==> src/rtl/core/rgbc_pkg.sv <==
// shared types, constants and helpers for the rgb 3x3 convolution block
package rgbc_pkg;

    localparam int MAX_WIDTH = 1024;
    localparam int MAX_ROWS  = 4096;
    localparam int COEF_BITS = 12;
    localparam int LINE_AW   = $clog2(MAX_WIDTH);
    localparam int QDEPTH    = 4;
    localparam int QAW       = $clog2(QDEPTH);
    localparam int KROW_BITS = 3 * COEF_BITS;
    localparam int PROD_BITS = COEF_BITS + 9;
    localparam int SUM_BITS  = PROD_BITS + 4;

    // result kinds of one input, in emission order
    localparam int EM_UP_MID    = 0;
    localparam int EM_UP_EDGE   = 1;
    localparam int EM_LAST_MID  = 2;
    localparam int EM_LAST_EDGE = 3;

    typedef enum logic [2:0] {
        REG_KERNEL_TOP = 3'd0,
        REG_KERNEL_MID = 3'd1,
        REG_KERNEL_BOT = 3'd2,
        REG_WIDTH      = 3'd3,
        REG_HEIGHT     = 3'd4
    } reg_idx_t;

    typedef logic [23:0] pixel_t;

    typedef struct packed {
        logic [KROW_BITS-1:0] k_top;
        logic [KROW_BITS-1:0] k_mid;
        logic [KROW_BITS-1:0] k_bot;
        logic [10:0]          width;
        logic [12:0]          height;
    } cfg_t;

    typedef struct packed {
        pixel_t      top;
        pixel_t      mid;
        pixel_t      pix;
        logic [9:0]  col;
        logic [11:0] row;
        logic [3:0]  mask;
    } entry_t;

    function automatic logic [7:0] clamp_sum(input logic signed [SUM_BITS-1:0] s);
        logic [7:0] v;
        if (s <= 0) begin
            v = 8'd0;
        end else if (|s[SUM_BITS-2:16]) begin
            v = 8'd255;
        end else begin
            v = s[15:8];
        end
        return v;
    endfunction

endpackage

==> src/rtl/core/rgbc_queue.sv <==
// short fifo between the front end and the filter back end
module rgbc_queue import rgbc_pkg::*; (
    input  logic   aclk,
    input  logic   aresetn,
    input  logic   push,
    input  entry_t push_entry,
    output logic   full,
    input  logic   pop,
    output entry_t head,
    output logic   head_valid
);

    entry_t          slots [QDEPTH];
    logic [QAW-1:0]  wptr_reg, rptr_reg;
    logic [QAW:0]    count_reg, count_next;

    assign full       = count_reg == (QAW+1)'(QDEPTH);
    assign head_valid = count_reg != '0;
    assign head       = slots[rptr_reg];

    always_comb begin
        count_next = count_reg;
        if (push && !pop) begin
            count_next = count_reg + 1'b1;
        end else if (pop && !push) begin
            count_next = count_reg - 1'b1;
        end
    end

    always_ff @(posedge aclk) begin
        if (!aresetn) begin
            wptr_reg  <= '0;
            rptr_reg  <= '0;
            count_reg <= '0;
        end else begin
            if (push) begin
                wptr_reg <= wptr_reg + 1'b1;
            end
            if (pop) begin
                rptr_reg <= rptr_reg + 1'b1;
            end
            count_reg <= count_next;
        end
    end

    always_ff @(posedge aclk) begin
        if (push) begin
            slots[wptr_reg] <= push_entry;
        end
    end

    a_no_overflow: assert property (@(posedge aclk) disable iff (!aresetn) full |-> !push)
        else $error("queue push while full");
    a_no_underflow: assert property (@(posedge aclk) disable iff (!aresetn) !head_valid |-> !pop)
        else $error("queue pop while empty");

endmodule

==> config.mk <==
export PLATFORM = sky130hd
export DESIGN_NAME = rgbc_queue
export DESIGN_NICKNAME = d
export VERILOG_FILES = /design/src/rtl/core/rgbc_pkg.sv /design/src/rtl/core/rgbc_queue.sv
export SDC_FILE = /design/constraint.sdc
export NUM_CORES = 1
export LEC_CHECK = 0
export ABC_AREA = 1
export BUFFER_PORTS_ARGS = -buffer_cell sky130_fd_sc_hd__buf_2
export CORE_MARGIN = 3
export CORE_UTILIZATION = 50
export CTS_CLUSTER_SIZE = 16
export DETAILED_ROUTE_END_ITERATION = 8
export PLACE_DENSITY_LB_ADDON = 0.12
export SLEW_MARGIN = 20
export SYNTH_ARGS = -nofsm -noshare
export SYNTH_HDL_FRONTEND = slang
export SYNTH_SLANG_ARGS = --single-unit
==> constraint.sdc <==
create_clock -name aclk -period 5.3 [get_ports aclk]
set_input_delay 1.06 -clock aclk [delete_from_list [all_inputs] [get_ports aclk]]
set_output_delay 1.06 -clock aclk [all_outputs]
set_load 0.02 [all_outputs]
==> results.ini, run 1 <==
[sta]
finalCritPeriodShare_pct = 70.6
fmax_mhz = 267
relSlewSlack_pct = 33.5
worst_hold_slack_ns = 0.449
period_needed_ns = 3.74
clock_skew_ns = 0.00614
slew_viol_final = 0
setup_tns_ns = 0
rsz0062_at_grt = no
setup_viol = 0
tightest_slew_ns = 0.997
finalHoldViolCount = 0

[global_route]
grt_pass1_wl_mm = 47.1
grt_max_degree = 99
grt_pass1_vias = 8402
antenna_found_initial = 6
overflow = 0
grt_usage_pct = 19.3

[logic_synthesis]
synthTopCellsByArea = edfxtp_1 (79%), o21ai_0 (5.2%), nor2_1 (5.1%), o22ai_1 (4.1%), o21ai_1 (1.6%)
yosys.area.top_type = edfxtp_1
synth.distinct_cells = 22
synthesis.area_sq_um = 15000
synthCells = 1007
ys_warn_count = 0
ys_ff_latch = 401
synth_nets = 1115
yosysTopAreaCellShare_pct = 78.7
avgSynthCellArea_sq_um = 14.9
seq_area_frac_synth_pct = 79.9

[place]
io_buffers = 201
place.gp.congestion = 0.704
dp_hpwl_mm = 17.3
dp.cells = 1544

[worst_setup_path]
path_delay_family = buffers and inverters
cp.required_ns = 4.24
crit_arrival_ns = 2.68
critPathMaxStageDelay_ns = 0.65
worstPathCellList = inv_2 -> buf_4 -> o21ai_0 -> o22ai_1 -> buf_2
startpoint_type = flip-flop
cpMaxStageDelayCell = inv_2
r2r-start = wptr_reg[0]
crit_type = flip-flop to output port
path_max_fanout = 43
cp-end-kind = output port
critical_path_buf_inv_count = 3

[die]
io_pins = 202
die-area_sq_um = 32000
die_x_um = 179
initial_utilization_pct = 51.4
die_height_um = 179
coreArea_sq_um = 29100
rows = 62

[detailed_routing]
postRouteAntennaNets = 0
wirelength_mm = 31.5
num_vias = 8826
wl_per_cell_um = 19.4
remaining_drc_errors = 0
drt_pre_antenna_iters = 5
initialDrtViolationCount = 682
via_per_inst = 5.45

[power_and_ir_drop]
powerDensity_nw_per_um2 = 405
p_leak_uw = 0.00611
ir_worst_vdd_mv = 0.290

[run]
cap_violations = 0

[status]
status = finished clean

[worst_hold_path]
min_from = rptr_reg[1]
hp-class = flip-flop to flip-flop

[final_layout]
largest_reg_flops = 392
fin_cells = 1619
nets = 1312
fill_cells = 2262
layout-drive-gt1-share_pct = 22.3
syn_to_final_growth_pct = 16.9

[clocking]
hold_buffers = 0
postCtsSetupBuffers = 0
cts_resized = 0
cts.sinks = 401
tritoncts = done
root_buffer = clkbuf_16
htreeDepth = 2
clk_path_buf_depth = 3
path_clk_slew_ns = 0.06
insertion_delay_ns = 0.52
cts-buffers-inserted = 42

metrics by stage:
step | total power (uW) | cell area (sq um) | util [%] | setup WS (ns)
3_3_place_gp | 4410 | 16200 | 55.6 | 2.09
6_report | 7070 | 17500 | 60.1 | 1.56
3_5_place_dp | 4420 | 16200 | 55.6 | 2.02
5_1_grt | 7350 | 17500 | 60.1 | 1.37
2_1_floorplan | 4160 | 15000 | - | 1.86
4_1_cts | 7150 | 17500 | 60.1 | 1.47
Yosys cell counts (all sizes together):
cell,n
nand4,1
ha,5
nand2,10
nor3,1
buf,28
edfxtp,392
nand3,1
nor2,202
inv,17
fa,1
o22ai,98
dfxtp,9
o21ai,202
a21oi,4
clkbuf,36
kinds of logic (layout without fill, tap and decap cells):
kind of cell / count (synthesis) / after routing / synth area share (%)
DFF: 401 / 401 / 79.9
AOI/OAI and AO/OA: 304 / 304 / 11.0
and+or+nand+nor: 215 / 215 / 5.43
buffers and inverters: 81 / 308 / 3.13
adders and majority gates: 6 / 6 / 0.552
other: 0 / 1 / 0
metal layers:
layer,global-route usage (%),share of wire (%)
met2,31.2,48
met4,4.19,1.4
met1,26.8,43
met5,0,0.18
met3,4.89,7.3
placed cells by master, fill, tap and decap left out:
| master | n |
|---|---|
| fa_1 | 1 |
| dfxtp_1 | 7 |
| buf_2 | 201 |
| bufinv_16 | 2 |
| dfxtp_4 | 2 |
| nand3_1 | 1 |
| diode_2 | 1 |
| inv_4 | 4 |
| a21oi_1 | 4 |
| clkinv_1 | 9 |
| ha_1 | 5 |
| inv_1 | 11 |
| o21ai_1 | 47 |
| clkinv_2 | 2 |
| clkinvlp_4 | 1 |
| clkbuf_1 | 15 |
| nand2_1 | 10 |
| o21ai_0 | 155 |
| o22ai_1 | 98 |
| nand4_1 | 1 |
| edfxtp_1 | 392 |
| nor3_1 | 1 |
| nor2_1 | 202 |
| clkbuf_16 | 45 |
| inv_2 | 1 |
| buf_4 | 16 |
| inv_6 | 1 |
path summary, 6_finish.rpt:
| kind | end | slack, ns | cells after the start |
|---|---|---|---|
| max | head[40] | 1.56 | 5 |
| min | flip-flop | 0.45 | 1 |
| max reg2reg | slots[0][37] | 3.09 | 5 |
| min reg2reg | flip-flop | 0.45 | 1 |
area by class of cell:
class	count	area [sq um]	area share (%)
diodes	1	2.50	0.0143
clock buffers	60	1180	6.76
clock inverters	14	111	0.637
inverters	17	78.8	0.451
multi-input cells	525	2540	14.5
flip-flops and latches	401	12000	68.4
well taps	384	480	2.75
repair buffers	217	1130	6.44
where the power goes:
| group | internal [uW] | total, uW | switching (uW) |
|---|---|---|---|
| clock | 1640 | 2720 | 1080 |
| sequential | 3630 | 3660 | 34.8 |
| combinational | 196 | 687 | 491 |
| total | 5460 | 7070 | 1610 |
(Power assumes the default switching activity.)
==> run 2, diff against run 1 <==
==> constraint.sdc (replaced) <==
create_clock -name aclk -period 3.2 [get_ports aclk]
set_input_delay 0.64 -clock aclk [delete_from_list [all_inputs] [get_ports aclk]]
set_output_delay 0.64 -clock aclk [all_outputs]
set_load 0.02 [all_outputs]
==> run 2 against run 1 <==
- non-clock buffer count increased by 9
- hold slack got worse by 0.12 ns
- first-iteration DRC count increased by 5.3%
- combinational power increased by 70%
- clock skew increased by 0.012 ns
- flip-flop and latch count unchanged
- clock power increased by 61%
- setup slack got worse by 1.3 ns
- total power increased by 64%
- global-route usage decreased by 0.27 points
- count of clock-buffer cells in the layout decreased by 5
- critical path type unchanged
==> results.ini, run 2 (synthesis results as in run 1) <==
[status]
status = finished clean  ; unchanged

[worst_setup_path]
startpoint_type = flip-flop  ; unchanged
crit_arrival_ns = 2.28  ; was 2.68 ns
cp.required_ns = 2.56  ; was 4.24 ns
crit_type = flip-flop to output port  ; unchanged
cp-end-kind = output port  ; unchanged
path_max_fanout = 98  ; was 43

[worst_hold_path]
hp-class = primary input to flip-flop  ; was flip-flop to flip-flop

[detailed_routing]
remaining_drc_errors = 0  ; unchanged
wl_per_cell_um = 19.2  ; was 19.4 um
num_vias = 8892  ; was 8826
wirelength_mm = 31.2  ; was 31.5 mm
initialDrtViolationCount = 718  ; was 682
postRouteAntennaNets = 0  ; unchanged
via_per_inst = 5.46  ; was 5.45
drt_pre_antenna_iters = 5  ; unchanged

[sta]
setup_tns_ns = 0  ; unchanged
clock_skew_ns = 0.0184  ; was 0.00614 ns
finalCritPeriodShare_pct = 91.2
setup_viol = 0  ; unchanged
fmax_mhz = 343
rsz0062_at_grt = no  ; unchanged
period_needed_ns = 2.92
tightest_slew_ns = 0.612  ; was 0.997 ns
finalHoldViolCount = 0  ; unchanged
relSlewSlack_pct = 59.2  ; was 33.5%
slew_viol_final = 0  ; unchanged

[run]
cap_violations = 0  ; unchanged

[final_layout]
final_common_cell = edfxtp_1  ; unchanged
syn_to_final_growth_pct = 17.9  ; was 16.9%
layout-drive-gt1-share_pct = 23.3  ; was 22.3%
final_cell_mix = edfxtp_1 (392), nor2_1 (202), buf_2 (201)  ; unchanged
diodes = 0  ; was 1
largest_reg_flops = 392  ; unchanged
nets = 1320  ; was 1312

[global_route]
grt_usage_pct = 19.0  ; was 19.3%
antenna_found_initial = 4  ; was 6
overflow = 0  ; unchanged
grt_pass1_wl_mm = 46.8  ; was 47.1 mm
grt_max_degree = 99  ; unchanged
grt_pass1_vias = 8377  ; was 8402

[die]
rows = 62  ; unchanged
die_x_um = 179  ; unchanged
io_pins = 202  ; unchanged
coreArea_sq_um = 29100  ; unchanged
die_height_um = 179  ; unchanged
initial_utilization_pct = 51.4  ; unchanged
die-area_sq_um = 32000  ; unchanged

[clocking]
tritoncts = done  ; unchanged
clk_path_buf_depth = 3  ; unchanged
root_buffer = clkbuf_16  ; unchanged
htreeDepth = 2  ; unchanged
cts-buffers-inserted = 41  ; was 42
insertion_delay_ns = 0.52  ; about the same
hold_buffers = 0  ; unchanged
cts.sinks = 401  ; unchanged
path_clk_slew_ns = 0.06  ; about the same
cts_resized = 0  ; unchanged
postCtsSetupBuffers = 0  ; unchanged

[place]
io_buffers = 201  ; unchanged
place.gp.congestion = 0.717  ; was 0.704
dp_hpwl_mm = 17.6  ; was 17.3 mm

[power_and_ir_drop]
powerDensity_nw_per_um2 = 658  ; was 405 nW/um^2
power_uw = 11600  ; was 7070 uW
p_leak_uw = 0.00618  ; was 0.00611 uW
ir_worst_vdd_mv = 0.525  ; was 0.290 mV

## run 2: changes by cell type in the layout (fill, tap and decap cells not counted)
cell,before,now
clkbuf_8,0,3
diode_2,1,0
clkbuf_1,15,9
inv_6,1,2
bufinv_16,2,0
buf_12,0,11
clkbuf_16,45,43
clkinv_2,2,7
clkinv_1,9,10
clkinvlp_4,1,2
buf_4,16,14
## run 2: through the flow
| step | instance area [sq um] | utilization (%) | setup slack (ns) | hold WS [ns] | cells |
|---|---|---|---|---|---|
| after floorplan | 15000 | - | 0.181 | 0.412 | 1007 |
| after global placement | 16400 | 56.3 | 0.844 | 0.419 | 1553 |
| after detailed placement | 16400 | 56.3 | 0.830 | 0.423 | 1553 |
| after CTS | 17600 | 60.6 | 0.265 | 0.304 | 1628 |
| after global routing | 17600 | 60.6 | 0.107 | 0.310 | 1628 |
| final | 17600 | 60.6 | 0.282 | 0.328 | 1628 |
## run 2: worst paths after layout
path	start	endpoint	slack, ns	cells after the start
setup / recovery	flip-flop	head[16]	0.28	5
hold / removal	push_entry[8]	slots[3][8]	0.33	1
setup reg to reg	wptr_reg[0]	slots[0][87]	1.34	5
hold reg to reg	rptr_reg[1]	flip-flop	0.43	1
## run 2: critical path: stages (launching register included)
cell     delay, ns
dfxtp_4       0.38
buf_12        0.36
buf_4         0.41
o21ai_0       0.14
o22ai_1       0.20
buf_2         0.21
## run 2: final cells by class
cell class | instances | area (sq um)
sequential | 401 | 12000
fill | 2261 | 11500
multi-input combinational | 525 | 2540
timing repair buffer | 226 | 1330
clock buffer | 55 | 1150
tap | 384 | 480
clock inverter | 20 | 96.3
inverter | 17 | 78.8
## run 2: report_power, final
| part | total [uW] | internal [uW] | switching, uW |
|---|---|---|---|
| registers | 6060 | 6000 | 58.5 |
| clock network | 4380 | 2520 | 1850 |
| logic | 1170 | 356 | 817 |
## run 2: layer usage
layer	global-route usage [%]	part of all wire, %	wire length (um)
met4	4.19	1.4	423
met1	26.6	44	13800
met5	0	0.096	30
met3	4.09	6.1	1910
met2	31.1	48	15000
==> run 3, diff against run 2 <==
--- a/config.mk
+++ b/config.mk
@@ -11,6 +11,7 @@
 export CORE_UTILIZATION = 50
 export CTS_CLUSTER_SIZE = 16
 export DETAILED_ROUTE_END_ITERATION = 8
+export MAX_ROUTING_LAYER = met4
 export PLACE_DENSITY_LB_ADDON = 0.12
 export SLEW_MARGIN = 20
 export SYNTH_ARGS = -nofsm -noshare
==> run 3 against run 2 <==
- maximum frequency increased by 0.12%
- die area unchanged
- setup slack improved by 0.0036 ns
- cell area barely moved
- sequential power about the same
- wire length is 0.70% lower
- register-to-register slack improved by 0.02 ns
- total power about the same
- utilization about the same
- clock power about the same
- critical path type unchanged
- critical endpoint unchanged
==> results.ini, run 3 (synthesis results as in run 1) <==
[power_and_ir_drop]
powerDensity_nw_per_um2 = 658  ; about the same
ir_worst_vdd_mv = 0.525  ; about the same
p_seq_share_pct = 52.2  ; about the same
swShare_pct = 23.5  ; about the same
p_int_uw = 8880  ; about the same
p_sw_uw = 2720  ; was 2730 uW
p_leak_uw = 0.00618  ; about the same
clockPowerShare_pct = 37.7  ; about the same
combPwrFrac_pct = 10.1  ; about the same

[sta]
rsz0062_at_grt = no  ; unchanged
setup_tns_ns = 0  ; unchanged
layout_setup_ws_ns = 0.286  ; was 0.282 ns
finalHoldViolCount = 0  ; unchanged
tightest_slew_ns = 0.613  ; was 0.612 ns
fmax_mhz = 343  ; about the same
period_needed_ns = 2.91  ; was 2.92 ns
slew_viol_final = 0  ; unchanged
finalCritPeriodShare_pct = 91.1  ; was 91.2%
clock_skew_ns = 0.0159  ; was 0.0184 ns
setup_viol = 0  ; unchanged
relSlewSlack_pct = 59.1  ; was 59.2%

[clocking]
root_buffer = clkbuf_16  ; unchanged
tritoncts = done  ; unchanged
hold_buffers = 0  ; unchanged
cts.sinks = 401  ; unchanged
insertion_delay_ns = 0.52  ; about the same
postCtsSetupBuffers = 0  ; unchanged
cts_resized = 0  ; unchanged
htreeDepth = 2  ; unchanged
cts-buffers-inserted = 41  ; unchanged
path_clk_slew_ns = 0.06  ; about the same
clk_path_buf_depth = 3  ; unchanged

[die]
die-area_sq_um = 32000  ; unchanged
initial_utilization_pct = 51.4  ; unchanged
die_height_um = 179  ; unchanged
die_x_um = 179  ; unchanged
rows = 62  ; unchanged
coreArea_sq_um = 29100  ; unchanged
io_pins = 202  ; unchanged

[worst_setup_path]
path_delay_family = buffers and inverters  ; unchanged
crit_type = flip-flop to output port  ; unchanged
cp-end-kind = output port  ; unchanged
path_max_fanout = 98  ; unchanged
critical_path_buf_inv_count = 3  ; unchanged
cp.required_ns = 2.56  ; about the same
startpoint_type = flip-flop  ; unchanged
worstPathCellList = buf_12 -> buf_4 -> o21ai_0 -> o22ai_1 -> buf_2  ; unchanged
crit_arrival_ns = 2.27  ; was 2.28 ns
cpMaxStageDelayCell = buf_4  ; unchanged
critPathMaxStageDelay_ns = 0.42  ; was 0.41 ns

[final_layout]
fill_cells = 2259  ; was 2261
largest_reg_flops = 392  ; unchanged
final_cell_mix = edfxtp_1 (392), nor2_1 (202), buf_2 (201)  ; unchanged
syn_to_final_growth_pct = 18.0  ; was 17.9%
layout-drive-gt1-share_pct = 23.3  ; unchanged
final_common_cell = edfxtp_1  ; unchanged
nets = 1320  ; unchanged

[global_route]
grt_max_degree = 99  ; unchanged
overflow = 0  ; unchanged
antenna_found_initial = 4  ; unchanged
grt_pass1_wl_mm = 46.8  ; about the same
grt_usage_pct = 19.6  ; was 19.0%
grt_pass1_vias = 8398  ; was 8377

[detailed_routing]
postRouteAntennaNets = 0  ; unchanged
remaining_drc_errors = 0  ; unchanged
via_per_inst = 5.41  ; was 5.46
wirelength_mm = 31.0  ; was 31.2 mm
wl_per_cell_um = 19.0  ; was 19.2 um
num_vias = 8833  ; was 8892
initialDrtViolationCount = 724  ; was 718
drt_pre_antenna_iters = 5  ; unchanged

[worst_hold_path]
hp-class = primary input to flip-flop  ; unchanged

[place]
dp_hpwl_mm = 17.6  ; unchanged
dpl_worst_slack_ns = 0.830  ; unchanged
place.gp.congestion = 0.725  ; was 0.717
io_buffers = 201  ; unchanged

[status]
status = finished clean  ; unchanged

[run]
cap_violations = 0  ; unchanged

[run 3: changes by cell type in the layout (fill, tap and decap cells not counted), sizes merged]
cell	delta
diode	+4
[run 3: metrics by stage]
step	power [uW]	instances	utilization, %	cell area, sq um	hold WS, ns
4_1_cts	11700	1628	60.6	17600	0.304
3_5_place_dp	7360	1553	56.3	16400	0.423
2_1_floorplan	6890	1007	-	15000	0.412
5_1_grt	12100	1632	60.7	17600	0.310
6_report	11600	1632	60.7	17600	0.328
3_3_place_gp	7340	1553	56.3	16400	0.419
[run 3: layout make-up]
type	instances	area, sq um	area share, %
repair buffers	226	1330	7.54
clock inverters	20	96.3	0.546
flip-flops and latches	401	12000	67.8
diodes	4	10.0	0.0567
well taps	384	480	2.72
multi-input cells	525	2540	14.4
inverters	17	78.8	0.447
clock buffers	55	1150	6.52
[run 3: metal layers]
layer / vias to the layer above / GRT usage (%) / part of all wire [%]
li1: 4227 / - / -
met1: 4327 / 26.5 / 44
met2: 241 / 31.2 / 48
met3: 38 / 4.07 / 6.4
met4: 0 / 4.19 / 1.3
met5: - / - / 0
[run 3: final timing paths]
check,from,end,slack (ns),depth (start not counted)
min reg2reg,rptr_reg[1],flip-flop,0.43,1
min,push_entry[8],slots[1][8],0.33,1
max reg2reg,wptr_reg[0],slots[0][89],1.36,5
max,flip-flop,head[16],0.29,5
[run 3: power groups by stage]
stage | Sequential, uW | Combinational [uW] | Clock (uW)
after floorplan | 6170 | 726 | 0
final | 6060 | 1170 | 4370
after detailed placement | 6170 | 1190 | 0
after global routing | 6080 | 1280 | 4700
after global placement | 6170 | 1170 | 0
after CTS | 6060 | 1190 | 4470
